### src/rtl/dmm_pkg.sv
package dmm_pkg;

	localparam int DEF_MAX_DIM   = 8;
	localparam int DEF_FRAC_BITS = 16;

	localparam int OP_W      = 2;
	localparam int IDX_W     = 3;
	localparam int VAL_W     = 32;
	localparam int DIM_W     = 4;
	localparam int CFG_IDX_W = 2;

	localparam int CQ_DEPTH = 4;
	localparam int RQ_DEPTH = 8;
	// One result in each of the three pipeline stages plus the one being issued.
	localparam int RQ_SLACK = 4;

	localparam logic [OP_W-1:0] OP_WRITE_A = 2'd0;
	localparam logic [OP_W-1:0] OP_WRITE_B = 2'd1;
	localparam logic [OP_W-1:0] OP_COMPUTE = 2'd2;

	localparam logic [CFG_IDX_W-1:0] CFG_A_ROWS    = 2'd0;
	localparam logic [CFG_IDX_W-1:0] CFG_INNER_DIM = 2'd1;
	localparam logic [CFG_IDX_W-1:0] CFG_B_COLS    = 2'd2;

	localparam logic [DIM_W-1:0] DIM_RESET = 4'd8;

	typedef enum logic [1:0] {
		CMD_WRITE_A,
		CMD_WRITE_B,
		CMD_RUN
	} cmd_kind_t;

	typedef struct packed {
		cmd_kind_t        kind;
		logic [IDX_W-1:0] row;
		logic [IDX_W-1:0] col;
		logic [VAL_W-1:0] value;
	} cmd_t;

	typedef struct packed {
		logic [DIM_W-1:0] m;
		logic [DIM_W-1:0] n;
		logic [DIM_W-1:0] q;
	} dims_t;

	typedef struct packed {
		logic [VAL_W-1:0] value;
		logic [IDX_W-1:0] row;
		logic [IDX_W-1:0] col;
		logic             sat;
		logic             last;
	} res_t;

	function automatic logic [DIM_W-1:0] eff_dim(input logic [DIM_W-1:0] r,
			input logic [DIM_W-1:0] max_dim);
		logic [DIM_W-1:0] d;
		d = r;
		if (r == '0) begin
			d = DIM_W'(1);
		end else if (r > max_dim) begin
			d = max_dim;
		end
		return d;
	endfunction

endpackage

### src/rtl/dmm_rq.sv
module dmm_rq import dmm_pkg::*; (
	input  logic clk,
	input  logic arst_n,
	input  logic res_push,
	input  res_t res_in,
	output logic rq_room,
	output logic empty,
	input  logic pop,
	output res_t res_out
);

	localparam int PW = $clog2(RQ_DEPTH);
	localparam int CW = $clog2(RQ_DEPTH + 1);

	res_t          rq_mem [RQ_DEPTH];
	logic [PW-1:0] wr_q;
	logic [PW-1:0] rd_q;
	logic [CW-1:0] count_q;
	logic          rd;

	assign empty   = (count_q == '0);
	assign rd      = pop && !empty;
	assign rq_room = (count_q <= CW'(RQ_DEPTH - RQ_SLACK));
	assign res_out = rq_mem[rd_q];

	always_ff @(posedge clk) begin
		if (res_push) begin
			rq_mem[wr_q] <= res_in;
		end
	end

	always_ff @(posedge clk or negedge arst_n) begin
		if (!arst_n) begin
			wr_q    <= '0;
			rd_q    <= '0;
			count_q <= '0;
		end else begin
			if (res_push) begin
				wr_q <= (wr_q == PW'(RQ_DEPTH - 1)) ? '0 : wr_q + 1'b1;
			end
			if (rd) begin
				rd_q <= (rd_q == PW'(RQ_DEPTH - 1)) ? '0 : rd_q + 1'b1;
			end
			if (res_push && !rd) begin
				count_q <= count_q + 1'b1;
			end else if (rd && !res_push) begin
				count_q <= count_q - 1'b1;
			end
		end
	end

	a_rq_no_overflow: assert property (@(posedge clk) disable iff (!arst_n)
		res_push |-> (count_q != CW'(RQ_DEPTH)))
		else $error("Result written into a full result queue.");

endmodule
### config.mk
export PLATFORM = sky130hd
export DESIGN_NAME = dmm_rq
export DESIGN_NICKNAME = d
export VERILOG_FILES = /design/src/rtl/dmm_pkg.sv /design/src/rtl/dmm_rq.sv
export SDC_FILE = /design/constraint.sdc
export NUM_CORES = 1
export LEC_CHECK = 0
export BUFFER_PORTS_ARGS = -buffer_cell sky130_fd_sc_hd__buf_2
export CAP_MARGIN = 25
export CELL_PAD_IN_SITES_DETAIL_PLACEMENT = 1
export CELL_PAD_IN_SITES_GLOBAL_PLACEMENT = 1
export CORE_AREA = 2 2 169 171
export DETAILED_ROUTE_END_ITERATION = 16
export DIE_AREA = 0 0 171 173
export PLACE_DENSITY_LB_ADDON = 0.12
export SYNTH_ARGS = -nofsm -noshare
export SYNTH_HDL_FRONTEND = slang
export SYNTH_SLANG_ARGS = --single-unit
### constraint.sdc
create_clock -name clk -period 10.9 [get_ports clk]
set_input_delay 0.545 -clock clk [delete_from_list [all_inputs] [get_ports clk]]
set_output_delay 0.545 -clock clk [all_outputs]
set_load 0.01 [all_outputs]
==> summary.txt <==
Floorplanning
  • I/O Pins: 86
  • Die area: 0.0296 sq mm
  • Die Ht: 173 microns
  • Starting density of the core: 46.9%
  • Num rows: 61
  • Core Area: 0.0276 sq mm
  • Die width: 171 microns

Clock tree
  • Clock Tree Buf Depth: 3
  • CTS tree: done
  • Clk_lat worst skew: 510 ps
  • Clk slew on worst S/H paths: 60 ps
  • CTS Buf Count: 35
  • CTS Sinks: 330
  • Hold Buf Count CTS: 1
  • H-tree depth: 2
  • Cts repair resizes: 0
  • Setup bufs post-CTS: 0
  • Root Driver: clkbuf_16

Flow run
  • Max Cap Viol: 0

Global routing
  • First-pass GRT wire length: 38700 microns
  • Initial antenna violation count: 2
  • Gr ovfl total: 0
  • All-Layer GR Usage: 17.8%
  • Via count of the first global-routing pass: 6346
  • Largest net degree at the start of global routing: 54

Min path
  • Tightest Hold Check Type: input port to flop
  • Hold Crit Depth: 1

Placed design
  • PortBufs: 85
  • Post-detail-place hpwl: 13500 microns
  • GP Congestion: 0.671
  • Post-Place Cell Area: 0.0139 sq mm
  • Place WS: 7570 ps

Synth
  • Distinct cell type count after synthesis: 30
  • Mapped Avg Cell Area: 24.5 sq um
  • Complex-gate fraction of the synthesized area: 0.686%
  • Net Count, Synth: 580
  • Main combinational cell family by area after synthesis: multiplexers
  • XOR/XNOR Fraction of Synth Area: 0.135%
  • Post-synth top cells: edfxtp_1, mux4_1, mux2_2, clkbuf_1
  • Most frequent cell after synthesis: edfxtp_1
  • Post-synth top area cell: edfxtp_1
  • Post-Syn Area: 0.0129 sq mm
  • Post-synth top flop: edfxtp_1
  • Synthesized instance count: 528
  • Adder-cell share of the synthesized area: 0.831%
  • Seq/Total Area, Yosys: 76.1%
  • Post-synth EDFFs: 320
  • YS warnings: 0
  • Main area contributors after synthesis: edfxtp_1, mux4_1, mux2_2
  • Fraction of registers with async set/reset: 3.03%
  • Number of synthesized register bits: 330
  • Mux contribution to synthesized area: 19.9%
  • Area share of the largest cell type after synthesis: 74.2%
  • Post-Synth Simple-Gate Area: 1.01%

Critical path
  • R2R depth: 7
  • Required time of the critical path: 10360 ps
  • CP Class: flop to output pin
  • Startpoint Class: flop
  • Crit Path Max Fanout: 53
  • CP Capture Type: output pin
  • Critical Path AT: 3260 ps

Detailed routing
  • DR pass1 iterations: 7
  • Vias: 5746
  • Initial drt markers: 411
  • Drc violations: 0
  • DRT Wirelength: 25800 microns
  • Number of vias per cell: 5.52
  • Post-route ant nets: 0
  • Wire length per cell: 24.8 microns

Cells and area
  • Area Overhead vs Synth: 16.1%
  • Antenna diode count: 0
  • Post-Layout Inst Area: 0.0150 sq mm
  • Final net count: 690
  • Share of layout cells above drive strength 1: 31.7%
  • Final core occ: 54.4%

STA
  • Unrepaired setup endpoints after global routing: no
  • Fin crit period: 3800 ps
  • Fmax: 0.263 GHz
  • Clock Skew: 15.8 ps
  • Final hold violation count: 0
  • Slew margin rel.: 39.0%
  • Worst-margin pin slew: 915 ps
  • Setup TNS Final: 0 ps
  • Count of pins over their slew limit: 0
  • Final worst slack: 7100 ps
  • Fin crit share: 34.9%
  • Endpoints failing setup: 0

Pwr
  • Power density over the cells: 265 mW/mm^2
  • Leakage power: 5.08 nW
  • Worst vdd ir: 136 uV

Status
  • Status: finished, final reports clean
layout make-up:
cell class | instances | area [sq um]
repair buffers | 97 | 538
multi-input cells | 173 | 2980
clock buffers | 41 | 941
well taps | 378 | 473
flip-flops and latches | 330 | 9870
fillers | 2388 | 12600
inverters | 1 | 3.75
clock inverters | 21 | 225
kinds of logic after synthesis:
| family | Yosys count |
|---|---|
| AOI/OAI and AO/OA | 10 |
| xor gates and xnor gates | 2 |
| DFF | 330 |
| muxes | 126 |
| buffers and inverters | 25 |
| and+or+nand+nor | 27 |
| adders and majority gates | 8 |
worst max-delay path, stage by stage (launching register included):
cell and delay [ps]:
dfrtp_4 790, buf_4 820, mux4_1 650, mux2_2 300, buf_2 150
worst paths after layout:
kind,startpoint,slack (ps),endpoint
hold / removal,res_in[16],310,rq_mem[6][16]
hold reg to reg,wr_q[1],590,wr_q[1]
setup reg to reg,count_q[0],8150,count_q[3]
setup / recovery,rd_q[0],7100,res_out[0]
max in group asynchronous,arst_n,10230,rd_q[0]
min in group asynchronous,arst_n,440,count_q[0]
flip-flops by register name, summed over array words and instances, names as in the netlist:
register  cells
rq_mem      320
rd_q          3
wr_q          3
count_q       4
power by group:
group	leakage, nW	internal, mW	total [mW]	switching [mW]
Sequential	3.02	1.60	1.72	0.118
Combinational	1.49	0.529	1.07	0.539
Clock	0.561	0.734	1.20	0.465
Total	5.08	2.86	3.98	1.12
routing by layer:
layer | vias to the layer above | wire length [microns] | global-route usage, %
met3 | 40 | 1070 | 3.78
met1 | 3039 | 11200 | 23.4
met4 | 4 | 497 | 4.48
li1 | 2540 | - | -
met2 | 123 | 13000 | 30.2
met5 | - | 20 | 0
layout by cell type (no fill, tap or decap), drive strengths merged, types with 4 or more instances in the layout:
cell type,count
mux2,45
nand2b,4
ha,7
nor3,4
clkbuf,41
nand2,5
buf,96
mux4,80
dfrtp,10
nor2,8
clkinv,14
bufinv,5
edfxtp,320
through the flow:
stage / instances / hold slack, ps / power [mW]
final: 1041 / 309 / 3.98
after global routing: 1041 / 311 / 4.16
after CTS: 1041 / 291 / 4.05
after detailed placement: 978 / 428 / 2.84
after global placement: 977 / 424 / 2.79
after floorplan: 528 / 249 / 2.46
Note: power is estimated with default switching activity, not from simulation.
