==> config.mk <==
export PLATFORM = sky130hd
export DESIGN_NAME = dmm_front
export DESIGN_NICKNAME = d
export VERILOG_FILES = /design/src/rtl/dmm_pkg.sv /design/src/rtl/dmm_front.sv
export SDC_FILE = /design/constraint.sdc
export NUM_CORES = 1
export LEC_CHECK = 0
export BUFFER_PORTS_ARGS = -buffer_cell sky130_fd_sc_hd__buf_2
export CORE_MARGIN = 2
export CORE_UTILIZATION = 61
export DETAILED_ROUTE_END_ITERATION = 8
export GPL_ROUTABILITY_DRIVEN = 0
export MAX_ROUTING_LAYER = met4
export PLACE_DENSITY = 0.93
export SYNTH_ARGS = -nofsm -noshare
export SYNTH_HDL_FRONTEND = slang
export SYNTH_SLANG_ARGS = --single-unit
==> constraint.sdc <==
create_clock -name clk -period 6 [get_ports clk]
set_clock_uncertainty 0.2 [all_clocks]
set_input_delay 0.6 -clock clk [delete_from_list [all_inputs] [get_ports clk]]
set_output_delay 0.6 -clock clk [all_outputs]
set_load 0.01 [all_outputs]
==> src/rtl/dmm_pkg.sv <==
package dmm_pkg;

	localparam int DEF_MAX_DIM   = 8;
	localparam int DEF_FRAC_BITS = 16;

	localparam int OP_W      = 2;
	localparam int IDX_W     = 3;
	localparam int VAL_W     = 32;
	localparam int DIM_W     = 4;
	localparam int CFG_IDX_W = 2;

	localparam int CQ_DEPTH = 4;
	localparam int RQ_DEPTH = 8;
	// One result in each of the three pipeline stages plus the one being issued.
	localparam int RQ_SLACK = 4;

	localparam logic [OP_W-1:0] OP_WRITE_A = 2'd0;
	localparam logic [OP_W-1:0] OP_WRITE_B = 2'd1;
	localparam logic [OP_W-1:0] OP_COMPUTE = 2'd2;

	localparam logic [CFG_IDX_W-1:0] CFG_A_ROWS    = 2'd0;
	localparam logic [CFG_IDX_W-1:0] CFG_INNER_DIM = 2'd1;
	localparam logic [CFG_IDX_W-1:0] CFG_B_COLS    = 2'd2;

	localparam logic [DIM_W-1:0] DIM_RESET = 4'd8;

	typedef enum logic [1:0] {
		CMD_WRITE_A,
		CMD_WRITE_B,
		CMD_RUN
	} cmd_kind_t;

	typedef struct packed {
		cmd_kind_t        kind;
		logic [IDX_W-1:0] row;
		logic [IDX_W-1:0] col;
		logic [VAL_W-1:0] value;
	} cmd_t;

	typedef struct packed {
		logic [DIM_W-1:0] m;
		logic [DIM_W-1:0] n;
		logic [DIM_W-1:0] q;
	} dims_t;

	typedef struct packed {
		logic [VAL_W-1:0] value;
		logic [IDX_W-1:0] row;
		logic [IDX_W-1:0] col;
		logic             sat;
		logic             last;
	} res_t;

	function automatic logic [DIM_W-1:0] eff_dim(input logic [DIM_W-1:0] r,
			input logic [DIM_W-1:0] max_dim);
		logic [DIM_W-1:0] d;
		d = r;
		if (r == '0) begin
			d = DIM_W'(1);
		end else if (r > max_dim) begin
			d = max_dim;
		end
		return d;
	endfunction

endpackage

==> src/rtl/dmm_front.sv <==
module dmm_front import dmm_pkg::*; (
	input  logic                    clk,
	input  logic                    arst_n,
	input  logic                    push,
	output logic                    full,
	input  logic [OP_W-1:0]         op,
	input  logic [IDX_W-1:0]        row_index,
	input  logic [IDX_W-1:0]        col_index,
	input  logic signed [VAL_W-1:0] element_value,
	input  dims_t                   dims,
	input  logic                    cq_pop,
	output logic                    cq_valid,
	output cmd_t                    cq_head
);

	localparam int PW = $clog2(CQ_DEPTH);
	localparam int CW = $clog2(CQ_DEPTH + 1);

	cmd_t          cq_mem [CQ_DEPTH];
	logic [PW-1:0] wr_q;
	logic [PW-1:0] rd_q;
	logic [CW-1:0] count_q;
	cmd_t          cmd;
	logic          keep;
	logic          wr;
	logic          rd;
	logic [DIM_W-1:0] row_w;
	logic [DIM_W-1:0] col_w;

	assign row_w = DIM_W'(row_index);
	assign col_w = DIM_W'(col_index);

	always_comb begin
		cmd.kind  = CMD_RUN;
		cmd.row   = row_index;
		cmd.col   = col_index;
		cmd.value = element_value;
		keep      = 1'b0;
		case (op)
			OP_WRITE_A: begin
				cmd.kind = CMD_WRITE_A;
				keep     = (row_w < dims.m) && (col_w < dims.n);
			end
			OP_WRITE_B: begin
				cmd.kind = CMD_WRITE_B;
				keep     = (row_w < dims.n) && (col_w < dims.q);
			end
			OP_COMPUTE: begin
				cmd.kind = CMD_RUN;
				keep     = 1'b1;
			end
			default: begin
				keep = 1'b0;
			end
		endcase
	end

	assign full     = (count_q == CW'(CQ_DEPTH));
	assign cq_valid = (count_q != '0);
	assign cq_head  = cq_mem[rd_q];
	assign wr       = push && !full && keep;
	assign rd       = cq_pop && cq_valid;

	always_ff @(posedge clk) begin
		if (wr) begin
			cq_mem[wr_q] <= cmd;
		end
	end

	always_ff @(posedge clk or negedge arst_n) begin
		if (!arst_n) begin
			wr_q    <= '0;
			rd_q    <= '0;
			count_q <= '0;
		end else begin
			if (wr) begin
				wr_q <= (wr_q == PW'(CQ_DEPTH - 1)) ? '0 : wr_q + 1'b1;
			end
			if (rd) begin
				rd_q <= (rd_q == PW'(CQ_DEPTH - 1)) ? '0 : rd_q + 1'b1;
			end
			if (wr && !rd) begin
				count_q <= count_q + 1'b1;
			end else if (rd && !wr) begin
				count_q <= count_q - 1'b1;
			end
		end
	end

	a_cq_bound: assert property (@(posedge clk) disable iff (!arst_n)
		count_q <= CW'(CQ_DEPTH))
		else $error("Request queue count beyond its depth.");

endmodule

==> impl_metrics.tcl <==
set metrics [dict create \
    status "completed" \
    drcViolationCount 0 \
    cts_tree "built" \
    setup_viol 0 \
    grt_max_degree 43 \
    critical_path_class "flip-flop to output port" \
    setup_tns_ns 0 \
    cts_setup_buffers 0 \
    hold_class "input pin to flip-flop" \
    die_h_um 106.8 \
    syn_area_mm2 0.006451 \
    avgSynthCellArea_um2 22.72 \
    r2r_setup_slack_ns 3.28 \
    synth_edf_count 160 \
    reg2reg_depth 8 \
    max_cap_violations 0 \
    r2r_start "count_q[0]" \
    port-buffer-count 97 \
    seq_area_frac_synth_pct 77.19 \
    hp-start "element_value[31]" \
    fin_nets 466 \
    syn_inst 284 \
    syn_nets 355 \
    clock-sinks 167 \
    numCtsBuffers 17 \
    period_minus_slack_ns 3.409 \
    hold_violations 0 \
    root_buffer "clkbuf_8" \
    io_pins 98 \
    cts.clk_slew.worst_paths_ns 0.07 \
    grt_overflow 0 \
    ir_drop_mv 0.3447 \
    routedWlPerCell_um 22.23 \
    p_per_area_mw_per_mm2 449.1 \
    placed_cells 511 \
    crit_fanout 25 \
    start_util_pct 62.77 \
    holdPathEnd "cq_mem[3][31]" \
    layout-drive-gt1-share_pct 44.12 \
    wirelength_um 12120 \
    detail-route-antenna-nets 0 \
    final_cell_count_no_fill 545 \
    place_ws_ns 2.664 \
    gr-usage-all-layers_pct 24.07 \
    insertion_delay_ns 0.53 \
    die_area_mm2 0.01141 \
    rows 37 \
    cts.htree.levels 4 \
    crit_required_ns 5.20 \
    hold_path_depth 1 \
    maxSlewViolCount 0 \
    slew_headroom_pct 34.64 \
    synth-seq-cells 167 \
    synth_top_cell_by_area "edfxtp_1" \
    synth_ff_type "edfxtp_1" \
    grt_pass1_vias 3266 \
    core_mm2 0.01028 \
    netlist-cell-type-count 29 \
    p_leak_nw 2.731 \
    worstPathArrival_ns 2.61 \
    fmax_mhz 293.3 \
    async_reset_ff_share_pct 4.192 \
    area_delta_synth_final_pct 19.28 \
    vias_per_cell 5.703 \
    power_mw 3.456 \
    rsz0062_at_grt "no" \
    chipWidth_um 106.8 \
    grt_pass1_wl_um 18580 \
    antenna_found_initial 1 \
    dpl.hpwl_um 7331 \
    synth_warnings 0 \
    vias 3108 \
    yosysMostFrequentCell "edfxtp_1" \
    ys_top_cells_by_count "edfxtp_1, mux4_2, ha_1" \
    fin_crit_sh_pct 56.82 \
    drtIter0Drc 204 \
    crit_path_start_kind "flip-flop" \
    cts_max_path_buffers 2 \
    r2r_end "count_q[1]" \
    worst_pin_slew_ns 0.9804 \
    firstDrtPassIters 4 \
    endpoint_kind "output port" \
    ys_top_cells_by_area "edfxtp_1, mux4_2, dfrtp_1" \
    layout_setup_ws_ns 2.591 \
    synth_top_area_share_pct 74.48 \
]
==> cell type report <==
| type | count | area (µm²) |
|---|---|---|
| antenna | 1 | 2.502 |
| clock buffer | 18 | 417.9 |
| clock inverter | 14 | 133.9 |
| fill | 589 | 2582 |
| inverter | 10 | 37.54 |
| multi-input combinational | 96 | 1418 |
| sequential | 167 | 4982 |
| tap | 136 | 170.2 |
| timing repair buffer | 103 | 533.0 |
==> state kept, by name, summed over array words and instances (netlist names) <==
signal,count
wr_q,2
count_q,3
rd_q,2
cq_mem,160
==> placed cells by master (no fill, tap or decap), types with 2 or more instances in the layout <==
cell / count
a211oi_1: 2
a21oi_1: 2
buf_2: 97
buf_4: 5
bufinv_16: 2
clkbuf_16: 16
clkinv_1: 3
clkinv_2: 3
clkinvlp_4: 4
dfrtp_1: 5
dfrtp_2: 2
edfxtp_1: 160
ha_1: 14
inv_1: 9
mux2_1: 3
mux4_2: 40
nand2_1: 3
nand2b_1: 2
nor2_1: 6
nor2b_1: 3
nor2b_4: 4
o21ai_0: 2
or3_1: 3
xor2_1: 2
==> worst max-delay path: stages, from the launching register on <==
cell and delay [ns]:
dfrtp_2 0.75, buf_4 0.52, mux4_2 0.62, buf_2 0.17
==> layer usage <==
| metal | vias to the layer above | GRT usage, % | part of all wire [%] |
|---|---|---|---|
| met5 | - | - | 0 |
| met4 | 0 | 7.421 | 2.0 |
| met3 | 18 | 7.416 | 5.9 |
| met2 | 113 | 38.03 | 53 |
| met1 | 1581 | 30.71 | 39 |
| li1 | 1396 | - | - |
==> metrics by stage <==
stage / hold WS [ns] / util [%] / cell area [µm²]
after floorplan: 0.1044 / - / 6451
after global placement: 0.2375 / 69.38 / 7131
after detailed placement: 0.2422 / 69.38 / 7131
after CTS: 0.05946 / 74.85 / 7692
after global routing: 0.05271 / 74.87 / 7695
final: 0.08820 / 74.87 / 7695
==> worst max path at each step <==
stage                       startpoint            to  slack [ns]  depth (start not counted)
after floorplan                dims[6]  cq_mem[0][0]        2.05                          7
after global placement    col_index[1]    count_q[1]        2.75                         10
after detailed placement  col_index[1]    count_q[1]        2.66                         10
after CTS                      rd_q[0]   cq_head[27]        2.50                          3
after global routing           rd_q[0]   cq_head[27]        2.39                          3
final                          rd_q[0]   cq_head[27]        2.59                          3
==> power breakdown <==
part	switching (mW)	internal, mW
Sequential	0.145	1.44
Clock	0.413	0.586
Combinational	0.414	0.456
Total	0.973	2.48
==> cells by family (layout without fill, tap and decap cells) <==
| group | Yosys count | count (layout) | synth area share, % |
|---|---|---|---|
| multiplexers | 44 | 44 | 14.66 |
| other | 0 | 1 | 0 |
| AO/OA/AOI/OAI | 9 | 9 | 1.203 |
| adder cells (fa/ha/maj) | 15 | 15 | 3.026 |
| buffers and inverters | 21 | 145 | 1.299 |
| XOR/XNOR | 3 | 3 | 0.4074 |
| flip-flops | 167 | 167 | 77.19 |
| AND/OR/NAND/NOR | 25 | 25 | 2.211 |
==> timing repair <==
item | 4_1_cts | 5_1_grt
hold buffers | 1 | 0
gates resized for setup | 0 | 0
endpoints found under the hold margin | 7 | 0
endpoints found under the setup margin | 0 | 0
No activity file was read; power rests on OpenSTA's default activity.
